<file path="src/design/kbl_pkg.sv">
package kbl_pkg;

    localparam int TABLE_ENTRIES = 101;

    localparam logic [1:0] MODE_KEY   = 2'd0;
    localparam logic [1:0] MODE_DATA  = 2'd1;
    localparam logic [1:0] MODE_FLAG  = 2'd2;
    localparam logic [1:0] MODE_COUNT = 2'd3;

    localparam logic [8:0] SC_A         = 9'h004;
    localparam logic [8:0] SC_Z         = 9'h01D;
    localparam logic [8:0] SC_1         = 9'h01E;
    localparam logic [8:0] SC_BACKSPACE = 9'h02A;
    localparam logic [8:0] SC_CAPSLOCK  = 9'h039;
    localparam logic [8:0] SC_KP_1      = 9'h059;
    localparam logic [8:0] SC_KP_0      = 9'h062;

    localparam int IN_DATA_W  = 16;
    localparam int OUT_DATA_W = 48;

    // One table row, indexed by ctrl plus two times shift.
    typedef logic [3:0][6:0] t_row;

    typedef struct packed {
        logic [1:0] mode;
        logic [8:0] scan_code;
        logic       ctrl_down;
        logic       shift_down;
        logic       host_caps_on;
        logic       num_lock_on;
        logic       key_held;
    } t_item;

    typedef struct packed {
        logic       reset_request;
        logic       caps_status;
        logic [31:0] query_count;
        logic [7:0] read_data;
    } t_result;

    // Columns are listed from column 3 down to column 0.
    function automatic t_row code_rom(input logic [6:0] row);
        t_row r;
        r = '0;
        case (row)
            7'd4:   r = {7'h01, 7'h41, 7'h01, 7'h61};
            7'd5:   r = {7'h02, 7'h42, 7'h02, 7'h62};
            7'd6:   r = {7'h03, 7'h43, 7'h03, 7'h63};
            7'd7:   r = {7'h04, 7'h44, 7'h04, 7'h64};
            7'd8:   r = {7'h05, 7'h45, 7'h05, 7'h65};
            7'd9:   r = {7'h06, 7'h46, 7'h06, 7'h66};
            7'd10:  r = {7'h07, 7'h47, 7'h07, 7'h67};
            7'd11:  r = {7'h08, 7'h48, 7'h08, 7'h68};
            7'd12:  r = {7'h09, 7'h49, 7'h09, 7'h69};
            7'd13:  r = {7'h0A, 7'h4A, 7'h0A, 7'h6A};
            7'd14:  r = {7'h0B, 7'h4B, 7'h0B, 7'h6B};
            7'd15:  r = {7'h0C, 7'h4C, 7'h0C, 7'h6C};
            7'd16:  r = {7'h0D, 7'h4D, 7'h0D, 7'h6D};
            7'd17:  r = {7'h0E, 7'h4E, 7'h0E, 7'h6E};
            7'd18:  r = {7'h0F, 7'h4F, 7'h0F, 7'h6F};
            7'd19:  r = {7'h10, 7'h50, 7'h10, 7'h70};
            7'd20:  r = {7'h11, 7'h51, 7'h11, 7'h71};
            7'd21:  r = {7'h12, 7'h52, 7'h12, 7'h72};
            7'd22:  r = {7'h13, 7'h53, 7'h13, 7'h73};
            7'd23:  r = {7'h14, 7'h54, 7'h14, 7'h74};
            7'd24:  r = {7'h15, 7'h55, 7'h15, 7'h75};
            7'd25:  r = {7'h16, 7'h56, 7'h16, 7'h76};
            7'd26:  r = {7'h17, 7'h57, 7'h17, 7'h77};
            7'd27:  r = {7'h18, 7'h58, 7'h18, 7'h78};
            7'd28:  r = {7'h19, 7'h59, 7'h19, 7'h79};
            7'd29:  r = {7'h1A, 7'h5A, 7'h1A, 7'h7A};
            7'd30:  r = {7'h21, 7'h21, 7'h31, 7'h31};
            7'd31:  r = {7'h00, 7'h40, 7'h00, 7'h32};
            7'd32:  r = {7'h23, 7'h23, 7'h33, 7'h33};
            7'd33:  r = {7'h24, 7'h24, 7'h34, 7'h34};
            7'd34:  r = {7'h25, 7'h25, 7'h35, 7'h35};
            7'd35:  r = {7'h1E, 7'h5E, 7'h1E, 7'h36};
            7'd36:  r = {7'h26, 7'h26, 7'h37, 7'h37};
            7'd37:  r = {7'h2A, 7'h2A, 7'h38, 7'h38};
            7'd38:  r = {7'h28, 7'h28, 7'h39, 7'h39};
            7'd39:  r = {7'h29, 7'h29, 7'h30, 7'h30};
            7'd40:  r = {7'h0D, 7'h0D, 7'h0D, 7'h0D};
            7'd41:  r = {7'h1B, 7'h1B, 7'h1B, 7'h1B};
            7'd42:  r = {7'h7F, 7'h08, 7'h7F, 7'h08};
            7'd43:  r = {7'h09, 7'h09, 7'h09, 7'h09};
            7'd44:  r = {7'h20, 7'h20, 7'h20, 7'h20};
            7'd45:  r = {7'h1F, 7'h5F, 7'h1F, 7'h2D};
            7'd46:  r = {7'h2B, 7'h2B, 7'h3D, 7'h3D};
            7'd47:  r = {7'h1B, 7'h7B, 7'h1B, 7'h5B};
            7'd48:  r = {7'h1D, 7'h7D, 7'h1D, 7'h5D};
            7'd49:  r = {7'h1C, 7'h7C, 7'h1C, 7'h5C};
            7'd50:  r = {7'h1C, 7'h7C, 7'h1C, 7'h5C};
            7'd51:  r = {7'h3A, 7'h3A, 7'h3B, 7'h3B};
            7'd52:  r = {7'h20, 7'h22, 7'h27, 7'h27};
            7'd53:  r = {7'h7E, 7'h7E, 7'h60, 7'h60};
            7'd54:  r = {7'h3C, 7'h3C, 7'h2C, 7'h2C};
            7'd55:  r = {7'h3E, 7'h3E, 7'h2E, 7'h2E};
            7'd56:  r = {7'h3F, 7'h3F, 7'h2F, 7'h2F};
            7'd76:  r = {7'h7F, 7'h7F, 7'h7F, 7'h7F};
            7'd79:  r = {7'h15, 7'h15, 7'h15, 7'h15};
            7'd80:  r = {7'h08, 7'h08, 7'h08, 7'h08};
            7'd81:  r = {7'h0A, 7'h0A, 7'h0A, 7'h0A};
            7'd82:  r = {7'h0B, 7'h0B, 7'h0B, 7'h0B};
            7'd84:  r = {7'h2F, 7'h2F, 7'h2F, 7'h2F};
            7'd85:  r = {7'h2A, 7'h2A, 7'h2A, 7'h2A};
            7'd86:  r = {7'h2D, 7'h2D, 7'h2D, 7'h2D};
            7'd87:  r = {7'h2B, 7'h2B, 7'h2B, 7'h2B};
            7'd88:  r = {7'h0D, 7'h0D, 7'h0D, 7'h0D};
            7'd89:  r = {7'h31, 7'h31, 7'h31, 7'h31};
            7'd90:  r = {7'h0A, 7'h0A, 7'h0A, 7'h0A};
            7'd91:  r = {7'h33, 7'h33, 7'h33, 7'h33};
            7'd92:  r = {7'h08, 7'h08, 7'h08, 7'h08};
            7'd93:  r = {7'h35, 7'h35, 7'h35, 7'h35};
            7'd94:  r = {7'h15, 7'h15, 7'h15, 7'h15};
            7'd95:  r = {7'h37, 7'h37, 7'h37, 7'h37};
            7'd96:  r = {7'h0B, 7'h0B, 7'h0B, 7'h0B};
            7'd97:  r = {7'h39, 7'h39, 7'h39, 7'h39};
            7'd98:  r = {7'h30, 7'h30, 7'h30, 7'h30};
            7'd99:  r = {7'h2E, 7'h2E, 7'h2E, 7'h2E};
            7'd100: r = {7'h7E, 7'h7E, 7'h60, 7'h60};
            default: r = '0;
        endcase
        return r;
    endfunction

endpackage

</file>
<file path="src/design/keyboard_latch_with_strobe.sv">
// An accepted word is first held in the input register and then moves into the result register,
// from which it is offered on the output until it is taken.
// Throughput: one word per cycle; the input register and the result register form a
// two-stage pipeline that advances whenever the result register is free or being taken.
// Reset (synchronous, active low) empties both stages, clears latch, strobe and read count,
// and sets the caps flag and the machine type register to one.
module keyboard_latch_with_strobe (
    input  logic        i_clk,
    input  logic        i_rst_n,
    input  logic        i_cfg_valid,
    output logic        o_cfg_ready,
    input  logic        i_cfg_data,      // machine_is_iie
    input  logic        s_axis_tvalid,
    output logic        s_axis_tready,
    // [8:0] scan_code, [9] ctrl_down, [10] shift_down, [11] host_caps_on,
    // [12] num_lock_on, [13] key_held, [15:14] zero
    input  logic [kbl_pkg::IN_DATA_W-1:0]  s_axis_tdata,
    input  logic [1:0]  s_axis_tuser,    // mode
    output logic        m_axis_tvalid,
    input  logic        m_axis_tready,
    // [7:0] read_data, [39:8] query_count, [40] caps_status, [41] reset_request, [47:42] zero
    output logic [kbl_pkg::OUT_DATA_W-1:0] m_axis_tdata
);

    logic            r_machine_iie;
    logic            r_in_valid;
    kbl_pkg::t_item  r_in;
    logic            r_out_valid;
    kbl_pkg::t_result r_out;

    logic [6:0]  r_latch;
    logic        r_strobe;
    logic        r_caps;
    logic [31:0] r_read_count;

    logic [6:0]  n_latch;
    logic        n_strobe;
    logic        n_caps;
    logic [31:0] n_read_count;
    kbl_pkg::t_result n_out;

    logic        w_advance;
    logic        w_in_table;
    logic        w_shift;
    logic [6:0]  w_row;
    logic [1:0]  w_col;
    logic [6:0]  w_code;
    kbl_pkg::t_row w_rom_row;

    assign o_cfg_ready   = 1'b1;
    assign w_advance     = r_in_valid && (!r_out_valid || m_axis_tready);
    assign s_axis_tready = !r_in_valid || w_advance;
    assign m_axis_tvalid = r_out_valid;
    assign m_axis_tdata  = {{(kbl_pkg::OUT_DATA_W - $bits(kbl_pkg::t_result)){1'b0}}, r_out};

    always_comb begin
        n_latch      = r_latch;
        n_strobe     = r_strobe;
        n_caps       = r_caps;
        n_read_count = r_read_count;
        n_out        = '0;
        w_in_table   = r_in.scan_code < 9'(kbl_pkg::TABLE_ENTRIES);
        w_shift      = r_in.shift_down;
        w_row        = r_in.scan_code[6:0];

        // Caps lock is looked at before the letter forcing below.
        if (r_in.mode == kbl_pkg::MODE_KEY && r_in.scan_code == kbl_pkg::SC_CAPSLOCK
            && r_machine_iie) begin
            n_caps = r_in.host_caps_on;
        end
        if (r_in.scan_code >= kbl_pkg::SC_A && r_in.scan_code <= kbl_pkg::SC_Z
            && (n_caps || !r_machine_iie)) begin
            w_shift = 1'b1;
        end
        if (r_in.scan_code >= kbl_pkg::SC_KP_1 && r_in.scan_code <= kbl_pkg::SC_KP_0
            && r_in.num_lock_on) begin
            w_row = r_in.scan_code[6:0] - kbl_pkg::SC_KP_1[6:0] + kbl_pkg::SC_1[6:0];
        end
        w_col     = {w_shift, r_in.ctrl_down};
        w_rom_row = kbl_pkg::code_rom(w_row);
        w_code    = w_rom_row[w_col];

        case (r_in.mode)
            kbl_pkg::MODE_KEY: begin
                n_out.reset_request = r_in.scan_code == kbl_pkg::SC_BACKSPACE
                                      && r_in.ctrl_down && r_in.shift_down;
                if (w_in_table) begin
                    n_latch  = w_code;
                    n_strobe = w_code != 7'd0;
                end
            end
            kbl_pkg::MODE_DATA: begin
                n_read_count    = r_read_count + 32'd1;
                n_out.read_data = {r_strobe, r_latch};
            end
            kbl_pkg::MODE_FLAG: begin
                n_read_count    = r_read_count + 32'd1;
                n_strobe        = 1'b0;
                n_out.read_data = {r_in.key_held, r_latch};
            end
            default: begin
                n_out.query_count = r_read_count;
                n_read_count      = '0;
            end
        endcase
        n_out.caps_status = n_caps;
    end

    always_ff @(posedge i_clk) begin
        if (!i_rst_n) begin
            r_machine_iie <= 1'b1;
            r_in_valid    <= 1'b0;
            r_out_valid   <= 1'b0;
            r_latch       <= '0;
            r_strobe      <= 1'b0;
            r_caps        <= 1'b1;
            r_read_count  <= '0;
        end else begin
            if (i_cfg_valid && o_cfg_ready) begin
                r_machine_iie <= i_cfg_data;
            end
            if (s_axis_tready) begin
                r_in_valid <= s_axis_tvalid;
            end
            if (w_advance) begin
                r_out_valid  <= 1'b1;
                r_latch      <= n_latch;
                r_strobe     <= n_strobe;
                r_caps       <= n_caps;
                r_read_count <= n_read_count;
            end else if (m_axis_tready) begin
                r_out_valid <= 1'b0;
            end
        end
    end

    always_ff @(posedge i_clk) begin
        if (s_axis_tvalid && s_axis_tready) begin
            r_in.mode         <= s_axis_tuser;
            r_in.scan_code    <= s_axis_tdata[8:0];
            r_in.ctrl_down    <= s_axis_tdata[9];
            r_in.shift_down   <= s_axis_tdata[10];
            r_in.host_caps_on <= s_axis_tdata[11];
            r_in.num_lock_on  <= s_axis_tdata[12];
            r_in.key_held     <= s_axis_tdata[13];
        end
        if (w_advance) begin
            r_out <= n_out;
        end
    end

    // The strobe is only ever set together with a nonzero code in the latch.
    a_strobe_code: assert property (@(posedge i_clk) disable iff (!i_rst_n)
        r_strobe |-> r_latch != 7'd0)
        else $error("strobe set with an empty latch");

    a_flag_clears: assert property (@(posedge i_clk) disable iff (!i_rst_n)
        (w_advance && r_in.mode == kbl_pkg::MODE_FLAG) |=> !r_strobe)
        else $error("flag read did not clear the strobe");

    a_count_clears: assert property (@(posedge i_clk) disable iff (!i_rst_n)
        (w_advance && r_in.mode == kbl_pkg::MODE_COUNT) |=> r_read_count == 32'd0)
        else $error("count query did not clear the read count");

    a_off_table_keeps: assert property (@(posedge i_clk) disable iff (!i_rst_n)
        (w_advance && r_in.mode == kbl_pkg::MODE_KEY && !w_in_table)
        |=> (r_latch == $past(r_latch) && r_strobe == $past(r_strobe)))
        else $error("scan code beyond the table changed the latch");

endmodule
</file>
<file path="config.mk">
export PLATFORM = sky130hd
export DESIGN_NAME = keyboard_latch_with_strobe
export DESIGN_NICKNAME = d
export VERILOG_FILES = /design/src/design/kbl_pkg.sv /design/src/design/keyboard_latch_with_strobe.sv
export SDC_FILE = /design/constraint.sdc
export NUM_CORES = 1
export LEC_CHECK = 0
export ABC_AREA = 1
export ABC_CLOCK_PERIOD_IN_PS = 8300
export BUFFER_PORTS_ARGS = -buffer_cell sky130_fd_sc_hd__buf_2
export CORE_MARGIN = 1
export CORE_UTILIZATION = 60
export CTS_CLUSTER_SIZE = 28
export DETAILED_ROUTE_END_ITERATION = 8
export PLACE_DENSITY = 0.83
export SYNTH_ARGS = -nofsm -noshare
export SYNTH_HDL_FRONTEND = slang
export SYNTH_SLANG_ARGS = --single-unit
</file>
<file path="constraint.sdc">
create_clock -name i_clk -period 8.3 [get_ports i_clk]
set_clock_uncertainty 0.1 [all_clocks]
set_input_delay 0 -clock i_clk [delete_from_list [all_inputs] [get_ports i_clk]]
set_output_delay 0 -clock i_clk [all_outputs]
set_load 0.01 [all_outputs]
</file>
==> impl_metrics.ini <==
[critical_path]
cp-endpoint = r_strobe
crit_start = r_in[6]
critPathKind = reg -> reg
critPathLaunchType = flop
rr_endpoint = r_strobe
required_ns = 8.47
r2r_start = r_in[6]
cp_data_arrival_time_ns = 4.07
end_kind = flop
reg2reg_depth = 23
worstPathMaxFanout = 21
r2r_setup_slack_ns = 4.40

[global_route]
grt_pass1_wl_mm = 26.55
antenna_found_initial = 0
grt.total_usage = 0.3364
grt_pass1_vias = 5325
grt_max_degree = 44
grt.overflow.total = 0

[drt]
viasPerCell = 5.699
first_pass_iters = 8
vias = 5847
antenna_left = 0
drcViolationCount = 0
wl_mm = 16.99
drt_iter0_markers = 529
wl_per_cell_um = 16.56

[sta]
fin_setup_tns_ns = 0
max_slew_margin = 0.2410
finalHoldViolations = 0
tightestPinTransition_ns = 1.138
holdWs_ns = 0.2297
slew_violations = 0
rsz0062_at_grt = false
setup_violations = 0
timing.fmax_ghz = 0.2562
min_period_ns = 3.904
fin_crit_sh = 0.4703

[yosys]
syn-cell-area_mm2 = 0.006028
synthAdderAreaFrac = 0.02491
syn_inst = 808
synth-main-ff-cell = edfxtp_1
synthArstFlopShare = 0
yosys_warnings = 0
synthSimpleGateAreaFrac = 0.3267
ys_seq_area_frac = 0.4350
syn_area_per_cell_um2 = 7.461
synth_top_family_by_area = simple AND/OR/NAND/NOR gates
synth-xor-area-share = 0.001453
synth-compound-area-share = 0.1027
synth-edff-count = 58
synth_cell_types = 45
synth-seq-cells = 102
muxShareOfSynthArea = 0

[cts]
postCtsHoldBufs = 22
clock-sinks = 102
postCtsSetupBuffers = 0
cts_tree = built
clk_pin_slew_ns = 0.10
cts_buffers = 9
cts_max_path_buffers = 2
cts_max_level = 3
clockRootBuffer = clkbuf_8
ctsResizeCount = 0
clk-insertion-delay-late_ns = 0.38

[floorplanning]
coreArea_mm2 = 0.009774
placementRows = 36
dieArea_mm2 = 0.01045
initial_utilization = 0.6167
die_x_um = 102.2
ios = 75
dieHeight_um = 102.2

[run_status]
status = complete, no violations

[flow_run]
cap_viol_max_count = 0

[placed_design]
place_hpwl_mm = 11.55
gp_congestion = 0.9872
placed_area_mm2 = 0.006401
dpl.cell_count = 988
port_buffers = 65

[layout]
stdcell_area_mm2 = 0.006804
antenna_cells = 0
nets = 924
instances_no_fill = 1026
drive_above_1_share = 0.1545
n_fill_cell = 732
area_delta_synth_final_pct = 12.87

[pwr]
p_leak_uw = 0.003191
power.density_mw_per_mm2 = 152.6
irDropWorstVdd_uv = 128.8

[worst_hold_path]
hold_path.class = in -> reg
final cells by class:
cell class / count / area [um^2] / area share
multi-input cells: 555 / 2774 / 0.4077
flip-flops and latches: 102 / 2623 / 0.3854
clock buffers: 9 / 123.9 / 0.01821
well taps: 133 / 166.4 / 0.02446
inverters: 130 / 490.5 / 0.07209
clock inverters: 7 / 58.81 / 0.008643
repair buffers: 90 / 568.0 / 0.08349
report_power, final:
| part | switching (uW) | internal (uW) |
|---|---|---|
| clock | 185 | 113 |
| combinational | 125 | 55.9 |
| sequential | 10.3 | 549 |
| total | 320 | 719 |
worst max-delay path, cell delays in order, from the launching register on:
cell      delay, ns
edfxtp_1       0.50
inv_1          0.14
ha_1           0.22
nor2_1         0.05
nand2_1        0.07
nand2_1        0.08
nand2_4        0.11
nand4_1        0.11
nand2_1        0.64
inv_2          0.32
nor2_4         0.28
nand2_1        0.21
nand3_1        0.12
nand2_1        0.06
nand2_1        0.06
nand3_1        0.07
nand2_1        0.08
nand3_1        0.09
nand2_1        0.09
nand2_1        0.09
nor2_1         0.09
nand2_1        0.07
nand2_1        0.08
a21oi_2        0.05
cell usage in the layout (no fill, tap or decap), drive strengths merged, types with 4 or more instances in the layout:
master and instances:
buf 68, nand2 232, edfxtp 58, dlygate4sd3 22, conb 7, clkbuf 9, nand4 19, dfxtp 44
o211ai 5, inv 130, o21ai 50, nand3 68, a211oi 4, a21oi 49, nor3 21, clkinv 5
ha 12, nor2 74
how the worst min path moves through the flow:
stage                          startpoint         end  depth (start not counted)  slack, ns
final                     s_axis_tdata[4]     r_in[9]                          2       0.23
after global routing      s_axis_tuser[1]    r_in[15]                          2       0.22
after CTS                 s_axis_tdata[8]    r_in[13]                          2       0.22
after detailed placement  s_axis_tdata[5]    r_in[10]                          1       0.08
after global placement    s_axis_tdata[4]     r_in[9]                          1       0.08
after floorplan                   i_rst_n  r_latch[2]                          2     -0.002
per-layer routing:
layer	GRT usage	share of wire	vias up
met5	0	0	-
met4	0.1033	0.021	0
met3	0.07798	0.10	33
met2	0.5266	0.46	365
met1	0.4639	0.42	2680
li1	-	-	2769
per-stage QoR:
stage          total power [uW]  worst slack (ns)    util
2_1_floorplan             689.9             5.325       -
3_3_place_gp              735.0             4.457  0.6549
3_5_place_dp              736.7             4.503  0.6549
4_1_cts                    1030             4.482  0.6961
5_1_grt                    1078             3.984  0.6961
6_report                   1038             4.396  0.6961
synth_stat cells (2+ instances only):
master    count  area share
and3_1        2      0.0021
nand2_1     211        0.13
nor3_2        2      0.0033
a211oi_1      4      0.0050
o21ai_0      40       0.033
buf_4         8       0.010
a21oi_1      48       0.040
nand3_4       2      0.0058
clkinv_1      2      0.0012
nor3_4        2      0.0054
nand4_1      18       0.019
inv_1       118       0.073
ha_1         12       0.025
clkbuf_1      9      0.0056
dfxtp_1      44        0.15
inv_2         9      0.0056
nand2_4       6       0.011
nand3_2       2      0.0033
conb_1        2      0.0012
buf_2         7      0.0058
nor2_1       63       0.039
nand3_1      64       0.053
o21ai_1       9      0.0075
nor2_4        4      0.0075
nor2_2        7      0.0073
nand2_2      15       0.016
a31oi_1       2      0.0021
edfxtp_1     58        0.29
nor3_1       17       0.014
o211ai_1      5      0.0062
o21a_1        2      0.0025
logic make-up (layout without fill, tap and decap cells):
logic type | after synthesis | after routing
AOI/OAI and AO/OA | 114 | 114
adders and majority gates | 12 | 12
buffers and inverters | 156 | 236
xor gates and xnor gates | 1 | 1
other | 2 | 7
and+or+nand+nor | 421 | 421
DFF | 102 | 102
sequential cells by signal, summed over array words and instances (netlist names):
name           cells
m_axis_tdata      42
m_axis_tvalid      1
r_caps             1
r_in              16
r_in_valid         1
r_latch            7
r_machine_iie      1
r_read_count      32
r_strobe           1
Note: power is estimated with default switching activity, not from simulation.
